[src/design/rfc_pkg.sv]
// ----------------------------------------------------------------------------
// rfc_pkg
// Shared types and constants for the response frame checker.
// ----------------------------------------------------------------------------
package rfc_pkg;

    // Frame constants
    localparam logic [7:0]  HDR_BYTE      = 8'hFB;
    localparam logic [15:0] TIMEOUT_RESET = 16'd500;

    // Input opcodes (code 3 is unused and ignored)
    localparam logic [1:0] OP_START = 2'd0;
    localparam logic [1:0] OP_BYTE  = 2'd1;
    localparam logic [1:0] OP_TICK  = 2'd2;

    // Result kinds
    localparam logic KIND_PAYLOAD = 1'b0;
    localparam logic KIND_STATUS  = 1'b1;

    typedef enum logic [2:0] {
        PH_IDLE    = 3'd0,
        PH_HEADER  = 3'd1,
        PH_ID      = 3'd2,
        PH_CODE    = 3'd3,
        PH_PAYLOAD = 3'd4,
        PH_CHECK   = 3'd5
    } phase_t;

    typedef enum logic [2:0] {
        ST_OK         = 3'd0,
        ST_TIMEOUT    = 3'd1,
        ST_BAD_HEADER = 3'd2,
        ST_WRONG_ID   = 3'd3,
        ST_WRONG_CODE = 3'd4,
        ST_BAD_SUM    = 3'd5
    } status_t;

    // One input beat after unpacking
    typedef struct packed {
        logic [1:0] op;
        logic [7:0] rx_byte;
        logic [7:0] expected_id;
        logic [7:0] expected_code;
        logic [7:0] expected_len;
    } item_t;

    // One result beat
    typedef struct packed {
        logic       kind;
        logic [7:0] payload_byte;
        logic [2:0] status;
        logic       last;
    } result_t;

endpackage

[src/design/rfc_core.sv]
// ----------------------------------------------------------------------------
// rfc_core
// Frame state machine: header, id, code, payload and checksum matching,
// tick timeout, and result generation, one beat per cycle unless a result waits on the output side.
// ----------------------------------------------------------------------------
module rfc_core
    import rfc_pkg::*;
(
    input  logic        aclk,
    input  logic        aresetn,
    input  logic        cfg_wr_en,
    input  logic [15:0] cfg_wr_data,
    input  logic        item_valid,
    input  item_t       item,
    input  logic        out_ready,
    output logic        take,
    output logic        res_valid,
    output result_t     res
);

    phase_t      phase_reg,   phase_next;
    logic [7:0]  sum_reg,     sum_next;
    logic [7:0]  left_reg,    left_next;
    logic [15:0] tick_reg,    tick_next;
    logic [7:0]  want_id_reg, want_id_next;
    logic [7:0]  want_code_reg, want_code_next;
    logic [7:0]  want_len_reg,  want_len_next;
    logic [15:0] timeout_reg;
    logic        has_result;

    // A beat with no result never waits on the output side
    assign take      = item_valid && (out_ready || !has_result);
    assign res_valid = item_valid && has_result;

    // Timeout register
    always_ff @(posedge aclk) begin
        if (!aresetn) begin
            timeout_reg <= TIMEOUT_RESET;
        end else if (cfg_wr_en) begin
            timeout_reg <= cfg_wr_data;
        end
    end

    // Next state
    always_comb begin
        phase_next     = phase_reg;
        sum_next       = sum_reg;
        left_next      = left_reg;
        tick_next      = tick_reg;
        want_id_next   = want_id_reg;
        want_code_next = want_code_reg;
        want_len_next  = want_len_reg;
        if (item.op == OP_START) begin
            want_id_next   = item.expected_id;
            want_code_next = item.expected_code;
            want_len_next  = item.expected_len;
            sum_next       = 8'd0;
            left_next      = item.expected_len;
            tick_next      = 16'd0;
            phase_next     = PH_HEADER;
        end else if (item.op == OP_BYTE) begin
            case (phase_reg)
                PH_HEADER: begin
                    if (item.rx_byte != HDR_BYTE) begin
                        phase_next = PH_IDLE;
                    end else begin
                        sum_next   = HDR_BYTE;
                        phase_next = PH_ID;
                    end
                end
                PH_ID: begin
                    if (item.rx_byte != want_id_reg) begin
                        phase_next = PH_IDLE;
                    end else begin
                        sum_next   = sum_reg + item.rx_byte;
                        phase_next = PH_CODE;
                    end
                end
                PH_CODE: begin
                    if (item.rx_byte != want_code_reg) begin
                        phase_next = PH_IDLE;
                    end else begin
                        sum_next   = sum_reg + item.rx_byte;
                        left_next  = want_len_reg;
                        phase_next = (want_len_reg == 8'd0) ? PH_CHECK : PH_PAYLOAD;
                    end
                end
                PH_PAYLOAD: begin
                    sum_next  = sum_reg + item.rx_byte;
                    left_next = left_reg - 8'd1;
                    if (left_reg == 8'd1) begin
                        phase_next = PH_CHECK;
                    end
                end
                PH_CHECK: begin
                    phase_next = PH_IDLE;
                end
                default: begin
                    phase_next = PH_IDLE;
                end
            endcase
        end else if (item.op == OP_TICK) begin
            if (phase_reg != PH_IDLE) begin
                if (tick_reg >= timeout_reg) begin
                    phase_next = PH_IDLE;
                end else begin
                    tick_next = tick_reg + 16'd1;
                end
            end
        end
    end

    // Result outputs
    always_comb begin
        has_result       = 1'b0;
        res.kind         = KIND_STATUS;
        res.payload_byte = 8'd0;
        res.status       = ST_OK;
        res.last         = 1'b1;
        if (item.op == OP_BYTE) begin
            case (phase_reg)
                PH_HEADER: begin
                    if (item.rx_byte != HDR_BYTE) begin
                        has_result = 1'b1;
                        res.status = ST_BAD_HEADER;
                    end
                end
                PH_ID: begin
                    if (item.rx_byte != want_id_reg) begin
                        has_result = 1'b1;
                        res.status = ST_WRONG_ID;
                    end
                end
                PH_CODE: begin
                    if (item.rx_byte != want_code_reg) begin
                        has_result = 1'b1;
                        res.status = ST_WRONG_CODE;
                    end
                end
                PH_PAYLOAD: begin
                    has_result       = 1'b1;
                    res.kind         = KIND_PAYLOAD;
                    res.payload_byte = item.rx_byte;
                    res.last         = 1'b0;
                end
                PH_CHECK: begin
                    has_result = 1'b1;
                    res.status = (item.rx_byte == sum_reg) ? ST_OK : ST_BAD_SUM;
                end
                default: begin
                    has_result = 1'b0;
                end
            endcase
        end else if (item.op == OP_TICK) begin
            if (phase_reg != PH_IDLE && tick_reg >= timeout_reg) begin
                has_result = 1'b1;
                res.status = ST_TIMEOUT;
            end
        end
    end

    // State registers
    always_ff @(posedge aclk) begin
        if (!aresetn) begin
            phase_reg     <= PH_IDLE;
            sum_reg       <= 8'd0;
            left_reg      <= 8'd0;
            tick_reg      <= 16'd0;
            want_id_reg   <= 8'd0;
            want_code_reg <= 8'd0;
            want_len_reg  <= 8'd0;
        end else if (take) begin
            phase_reg     <= phase_next;
            sum_reg       <= sum_next;
            left_reg      <= left_next;
            tick_reg      <= tick_next;
            want_id_reg   <= want_id_next;
            want_code_reg <= want_code_next;
            want_len_reg  <= want_len_next;
        end
    end

endmodule

[config.mk]
export PLATFORM = sky130hd
export DESIGN_NAME = rfc_core
export DESIGN_NICKNAME = d
export VERILOG_FILES = /design/src/design/rfc_pkg.sv /design/src/design/rfc_core.sv
export SDC_FILE = /design/constraint.sdc
export NUM_CORES = 1
export LEC_CHECK = 0
export BUFFER_PORTS_ARGS = -buffer_cell sky130_fd_sc_hd__buf_2
export CAP_MARGIN = 20
export CORE_UTILIZATION = 30
export CTS_CLUSTER_DIAMETER = 60
export CTS_CLUSTER_SIZE = 12
export DETAILED_ROUTE_END_ITERATION = 8
export PLACE_DENSITY = 0.56
export SYNTH_ARGS = -nofsm -noshare
export SYNTH_HDL_FRONTEND = slang
export SYNTH_SLANG_ARGS = --single-unit
[constraint.sdc]
create_clock -name aclk -period 6.35 [get_ports aclk]
set_input_delay 0.635 -clock aclk [delete_from_list [all_inputs] [get_ports aclk]]
set_output_delay 0.635 -clock aclk [all_outputs]
set_load 0.05 [all_outputs]
=== Yosys cells after proc, flatten, opt, wreduce, memory -nomap -nowiden ===
Cells that the tools add are included.

* Register bits: 75
* Input bits: 55
* Output and inout port bits: 15
* Logic and storage cells: 97

* $add $sub $neg: 3
* Magnitude comparators: 1
* Eq/ne operators: 18
* Mux-type cells: 45
* Reduce and logical (&&, ||, !) cells: 22

{| class="wikitable"
|+ Operators by type and width
! operator !! count
|-
| two-way mux 16 bit || 5
|-
| two-way mux 8 bit || 8
|-
| one-hot mux 8 bit (4 select lines) || 1
|-
| two-way mux 3 bit || 10
|-
| one-hot mux 3 bit (4 select lines) || 2
|-
| two-way mux 9 bit || 2
|-
| adder 16 x 1 -> 16 bit (second input constant) || 1
|-
| >= comparator 16 bit || 1
|-
| != test 8 bit || 2
|-
| one-hot mux 8 bit (2 select lines) || 1
|-
| nonzero test 3 bit || 5
|-
| two-way mux 1 bit || 11
|-
| AND reduction 5 bit || 2
|-
| != test 3 bit (second input constant) || 3
|-
| adder 8 bit || 1
|-
| == test 8 x 1 -> 1 bit (second input constant) || 1
|-
| == test 8 bit || 1
|-
| logical NOT 8 bit || 1
|-
| two-way mux 2 bit || 4
|-
| != test 8 bit (second input constant) || 1
|-
| subtractor 8 x 1 -> 8 bit (second input constant) || 1
|-
| == test 3 x 2 -> 1 bit (second input constant) || 2
|-
| == test 3 bit (second input constant) || 2
|-
| AND reduction 6 bit || 1
|-
| 15 further kinds || 20
|}

=== Depth between registers and ports, before layout ===
Gate-level depths: netlist of the first run.

* Word-level depth: 9
* Depth in mapped cells: 10
* Gate-level depth less buffers: 9

=== Worst setup path before layout of the first run ===
No wires, ideal clock.

* Path kind: in2out
* Start point: input port item[28] (netlist bit)
* End point: output port res[1] (netlist bit)
* Arrival: 2.396 ns
* Required time: 5.715 ns
* Setup slack: 3.319 ns
* Cell stages on the path: 5
* Path buffers: 0
* Cells stage by stage: ha_1 -> nor3_1 -> a31oi_1 -> a21oi_1 -> o21ai_0

{| class="wikitable"
|+ RTL lines
! item !! RTL line !! text
|-
| start: declaration || rfc_core.sv:14 || <nowiki>input item_t item,</nowiki>
|-
| end: declaration || rfc_core.sv:18 || <nowiki>output result_t res</nowiki>
|}

=== Worst setup path in the final report of the first run ===
* Start point: register tick_reg[8]
* End point: output port take

* Longest elaborated chain between the ends: 8

{| class="wikitable"
|+ RTL lines
! item !! RTL line !! text
|-
| start: declaration || rfc_core.sv:24 || <nowiki>logic [15:0] tick_reg, tick_next;</nowiki>
|-
| start signal: assignment || rfc_core.sv:176 || <nowiki>tick_reg <= tick_next;</nowiki>
|-
| >= comparator 16 bit || rfc_core.sv:155 || <nowiki>if (phase_reg != PH_IDLE && tick_reg >= timeout_reg) begin</nowiki>
|-
| logical AND 1 bit || rfc_core.sv:155 ||
|-
| two-way mux 1 bit || rfc_core.sv:155 ||
|-
| two-way mux 1 bit || rfc_core.sv:154 || <nowiki>end else if (item.op == OP_TICK) begin</nowiki>
|-
| two-way mux 1 bit || rfc_core.sv:120 || <nowiki>if (item.op == OP_BYTE) begin</nowiki>
|-
| logical NOT 1 bit || rfc_core.sv:32 || <nowiki>assign take = item_valid && (out_ready || !has_result);</nowiki>
|-
| logical OR 1 bit || rfc_core.sv:32 ||
|-
| logical AND 1 bit || rfc_core.sv:32 ||
|-
| end: declaration || rfc_core.sv:16 || <nowiki>output logic take,</nowiki>
|}

No other way between the ends.

==> results of run 1 <==
[power by group through the flow]
stage	combinational [mW]	clock [mW]	sequential, mW
after floorplan	0.0984	0	0.505
after global placement	0.140	0	0.510
after detailed placement	0.143	0	0.510
after CTS	0.144	0.571	0.499
after global routing	0.160	0.593	0.501
final	0.144	0.561	0.499
[kinds of logic after synthesis]
group	Yosys count	synth area share (%)
XOR/XNOR	39	7.57
multiplexers	10	2.22
AND/OR/NAND/NOR	230	24.7
buffers and inverters	60	5.27
adder cells (fa/ha/maj)	27	7.66
flip-flops	75	33.3
AO/OA/AOI/OAI	128	19.3
[final timing paths]
check                    from               end  cells past startpoint
min reg2reg  want_code_reg[5]  want_code_reg[5]                      2
max               tick_reg[8]              take                      7
max reg2reg       tick_reg[8]      phase_reg[1]                      6
min          want_code_reg[5]  want_code_reg[5]                      2
[stage by stage]
| stage | util (%) | std cells | instance area (sq um) | worst slack, ns |
|---|---|---|---|---|
| floorplan | - | 569 | 4510 | 3.32 |
| global placement | 34.2 | 795 | 4990 | 3.13 |
| detailed placement | 34.2 | 795 | 4990 | 3.06 |
| CTS | 36.4 | 811 | 5310 | 2.83 |
| global route | 36.4 | 811 | 5310 | 2.63 |
| finish | 36.4 | 811 | 5310 | 2.82 |
[layout make-up]
class / instances / area (sq um) / share of cell area (%)
tap: 184 / 230 / 4.33
clock inverter: 7 / 98.8 / 1.86
multi-input combinational: 434 / 2770 / 52.2
timing repair buffer: 73 / 375 / 7.07
inverter: 29 / 109 / 2.05
sequential: 75 / 1500 / 28.3
clock buffer: 9 / 225 / 4.24
[placed cells by master, fill, tap and decap left out, types with 18 or more instances in the layout]
cell type  Yosys  final
nand2_1       92     92
dfxtp_1       75     75
buf_2          1     69
nor2_1        52     52
a21oi_1       44     44
inv_1         28     28
xor2_1        27     27
ha_1          26     26
o21ai_0       18     18
[worst register-to-register path, cell delays in order (launching register included)]
cell and delay, ns:
dfxtp_1 0.49, ha_1 0.28, and4_1 0.20, a221oi_1 0.54
a31oi_1 0.24, a221o_1 0.45, o41ai_1 0.37
[layer usage]
layer / wire length, um / part of all wire [%] / GRT usage [%]
met1: 5710 / 46 / 19.6
met2: 5770 / 47 / 27.1
met3: 644 / 5.2 / 4.17
met4: 161 / 1.3 / 4.75
met5: 28 / 0.23 / 0
==> run summary, run 1 <==
endpoints failing hold: 0
maximum VDD drop: 0.153 mV
Ant. Diodes: 0
first-pass GRT wire length: 20,000 um
switching share of power: 26.0%
syn_area_per_cell: 7.93 sq um
required time of the critical path: 5.71 ns
synthesized flop and latch total: 75
Gate power share: 11.9%
critical-path cell list: ha_1 -> and4_1 -> a221oi_1 -> a31oi_1 -> a221o_1 -> inv_1 -> buf_2
sequential cell area fraction in the yosys report: 33.3%
Mapped Nets: 651
Crit path largest cell delay: 0.54 ns
initial antenna violation count: 2
Initial Util: 30.9%
synthesized cell area: 4510 sq um
H-tree depth: 3
Post-synth top cells: nand2_1 (92), dfxtp_1 (75), nor2_1 (52)
CTS tree: done
setup tns final: 0 ns
die width: 125 um
Max Cap Viol: 0
via/cell ratio: 5.19
CTS clk-pin slew, worst paths: 0.06 ns
critical path type: reg2out
Worst-Skew Late Latency: 0.34 ns
Die ar.: 15,500 sq um
Internal Power: 0.891 mW
synthesis-to-layout area growth: 17.8%
Final Slew Violations: 0
sw power: 0.313 mW
reg2reg setup slack: 3.67 ns
IO Port Bufs: 69
Final HPWL DP: 9180 um
Clock Power Share: 46.6%
fill count: 1,503
startpoint type of the worst setup path: flip-flop
Tcrit/Tclk final: 55.6%
final wirelength: 12,300 um
Setup Buffers After CTS: 0
GP Congestion: 0.911
EDFF count, synth: 0
cell with the most instances after synthesis: nand2_1
Area contributors post-synth: dfxtp_1 (33%), nand2_1 (7.7%), ha_1 (7.2%), xor2_1 (5.2%), a21oi_1 (4.9%)
GRT Total Usage: 16.0%
asr flop ratio synth: 0%
DR iter-0 viols: 212
share of cells above drive strength 1: 16.6%
Synth Warn #: 0
CP top delay family: compound AO/OA/AOI/OAI gates
Critical Path AT: 2.89 ns
CP Max Fanout: 10
RSZ-0062 raised after global routing: false
Crit path buffers/inverters: 2
Yosys top cell by area: dfxtp_1
number of global-route vias before repair: 4,064
Slowest cell on crit path: a221oi_1
CTS Hold Buffers Added: 0
Pre-antenna DRT Iters: 7
overall power: 1.20 mW
Top FF cell, synth: dfxtp_1
run status: finished clean
nets: 704
worst slew pin tran: 0.984 ns
post-layout min period: 3.53 ns
Mapped Cells: 569
relative slew slack: 34.3%
Static Leak: 2.26 nW
fmax: 0.283 GHz
total CTS buffers: 9
routed via count: 4,206
DR WL/cell: 15.2 um
Post-DRT Antenna Nets: 0
CTS Root Cell: clkbuf_16
pin count of the biggest net entering global routing: 36
CP endpoint kind: output pin
boundary pin count: 70
Worst Clk Skew: 0.00822 ns
die height: 125 um
DRC errors left: 0
part of the power in registers: 41.5%
clk buf depth: 2
Resized Gates After CTS: 0
Rows: 44
Worst Hold Margin: 0.475 ns
final setup vio count: 0
pwr dens: 227 nW/um^2
HP Class: reg2reg
synth unique cells: 56
clk sinks: 75
Congestion Overflow GR: 0
core area: 14,600 sq um
area share of the largest cell type after synthesis: 33.3%
No activity file was read; power rests on OpenSTA's default activity.
==> run 2, diff against run 1 <==
- PLACE_DENSITY: 0.56 -> 0.57
- clock period: 6.35 -> 3 ns (I/O delays scaled with it)
==> run summary, run 2 (synthesis gave the netlist of run 1 again) <==
maximum VDD drop: 0.299 mV (was 0.153 mV)
total CTS buffers: 9 (unchanged)
hold path start: cfg_wr_data[8] (was want_code_reg[5])
Static Leak: 2.27 nW (was 2.26 nW)
setup tns final: 0 ns (unchanged)
Initial Util: 30.9% (unchanged)
share of cells above drive strength 1: 17.9% (was 16.6%)
Post-DRT Antenna Nets: 0 (unchanged)
R2R Path End: left_reg[1] (was phase_reg[1])
Final HPWL DP: 9240 um (was 9180 um)
Worst Clk Skew: 0.00682 ns (was 0.00822 ns)
Crit path largest cell delay: 0.34 ns (was 0.54 ns)
startpoint type of the worst setup path: flip-flop (unchanged)
die width: 125 um (unchanged)
IO Port Bufs: 69 (unchanged)
core area: 14,600 sq um (unchanged)
Max Cap Viol: 0 (unchanged)
Critical Path Sink: res_valid (was take)
CP endpoint kind: output pin (unchanged)
RSZ-0062 raised after global routing: false (unchanged)
final wirelength: 12,300 um (about the same)
DR iter-0 viols: 230 (was 212)
routed via count: 4,205 (was 4,206)
R2R depth: 7 (was 6)
pwr dens: 446 nW/um^2 (was 227 nW/um^2)
Worst-Skew Late Latency: 0.35 ns (was 0.34 ns)
synthesis-to-layout area growth: 18.2% (was 17.8%)
Congestion Overflow GR: 0 (unchanged)
DRC errors left: 0 (unchanged)
CTS Hold Buffers Added: 0 (unchanged)
Pre-antenna DRT Iters: 5 (was 7)
critical-path cell list: inv_1 -> ha_1 -> and4_1 -> nand2_1 -> a221o_1 -> a31oi_2 -> a22oi_1 -> nor2_1 -> buf_4 (was ha_1 -> and4_1 -> a221oi_1 -> a31oi_1 -> a221o_1 -> inv_1 -> buf_2)
clk buf depth: 2 (unchanged)
Tcrit/Tclk final: 94.7%
CTS Root Cell: clkbuf_16 (unchanged)
critical path type: reg2out (unchanged)
GP Congestion: 0.836 (was 0.911)
CTS tree: done (unchanged)
DR WL/cell: 15.0 um (was 15.2 um)
H-tree depth: 3 (unchanged)
fmax: 0.352 GHz
via/cell ratio: 5.14 (was 5.19)
first-pass GRT wire length: 20,500 um (was 20,000 um)
run status: finished clean (unchanged)
CTS clk-pin slew, worst paths: 0.06 ns (about the same)
Die ar.: 15,500 sq um (unchanged)
pin count of the biggest net entering global routing: 44 (was 36)
nets: 711 (was 704)
Slowest cell on crit path: a221o_1 (was a221oi_1)
number of global-route vias before repair: 4,093 (was 4,064)
final design area excluding fillers: 5330 sq um (was 5310 sq um)
Worst R2R Start: want_id_reg[2] (was tick_reg[8])
Final Slew Violations: 0 (unchanged)
reg2reg setup slack: 0.46 ns (was 3.67 ns)
final setup vio count: 0 (unchanged)
required time of the critical path: 2.70 ns (was 5.71 ns)
initial antenna violation count: 2 (unchanged)
die height: 125 um (unchanged)
worst slew pin tran: 0.857 ns (was 0.984 ns)
post-layout min period: 2.84 ns
Critical Path AT: 2.54 ns (was 2.89 ns)
clk sinks: 75 (unchanged)
Final Util: 36.5% (was 36.4%)
relative slew slack: 42.7% (was 34.3%)
highest-count cells in the layout ignoring fill and taps: nand2_1 (92), dfxtp_1 (74), buf_2 (67) (was nand2_1 (92), dfxtp_1 (75), buf_2 (69))
GRT Total Usage: 16.5% (was 16.0%)
Rows: 44 (unchanged)
endpoints failing hold: 0 (unchanged)
Area after DPL: 5040 sq um (was 4990 sq um)
boundary pin count: 70 (unchanged)
commonest non-fill, non-tap cell in the layout: nand2_1 (unchanged)
HP Class: in2reg (was reg2reg)
CP Max Fanout: 4 (was 10)
origin of the worst setup path: timeout_reg[10] (was tick_reg[8])
[run 2: area by class of cell]
type                       instances  area, sq um
antenna                            1         2.50
multi-input combinational        434         2780
inverter                          29          109
fill                            1491         9260
clock buffer                      10          239
timing repair buffer              80          433
tap                              184          230
clock inverter                     5         30.0
sequential                        75         1500
[run 2: worst min path at each step]
| stage | slack [ns] | cells past startpoint | endpoint |
|---|---|---|---|
| floorplan | 0.43 | 2 | timeout_reg[2] |
| global placement | 0.46 | 2 | want_len_reg[6] |
| detailed placement | 0.46 | 2 | sum_reg[6] |
| CTS | 0.17 | 3 | timeout_reg[8] |
| global route | 0.18 | 3 | want_code_reg[0] |
| finish | 0.17 | 3 | timeout_reg[8] |
[run 2: what timing repair did]
action,CTS,global route
pin swaps,0,2
resized for setup,1,5
endpoints found under the setup margin,1,2
gates cloned,0,0
buffers inserted,0,0
[run 2: per-layer routing]
layer | global-route usage [%] | vias up | share of wire (%)
met5 | 0 | - | 0.081
met3 | 5.15 | 12 | 6.8
met2 | 27.1 | 137 | 47
met1 | 20.5 | 1944 | 45
li1 | - | 2110 | -
met4 | 4.54 | 2 | 0.79
[run 2: worst max-delay path, delay by kind of cell, from the launching register on]
kind | cells | cell delay, ns
adders and majority gates | 1 | 0.30
buffers and inverters | 2 | 0.29
and+or+nand+nor | 3 | 0.54
AOI/OAI and AO/OA | 3 | 0.73
DFF | 1 | 0.33
[run 2: stage by stage]
stage / setup slack (ns) / hold WS (ns) / instances / power [mW]
4_1_cts: 0.0120 / 0.166 / 817 / 2.40
5_1_grt: 0.00960 / 0.184 / 817 / 2.49
2_1_floorplan: 0.493 / 0.430 / 569 / 1.28
3_5_place_dp: 0.325 / 0.455 / 802 / 1.39
6_report: 0.159 / 0.174 / 818 / 2.38
3_3_place_gp: 0.326 / 0.462 / 802 / 1.38
[run 2: report_power, final]
part	total [mW]	switching (mW)	internal [mW]	leakage (nW)
combinational	0.310	0.185	0.125	1.53
sequential	1.06	0.0268	1.03	0.612
clock	1.01	0.437	0.573	0.130
total	2.38	0.650	1.73	2.27
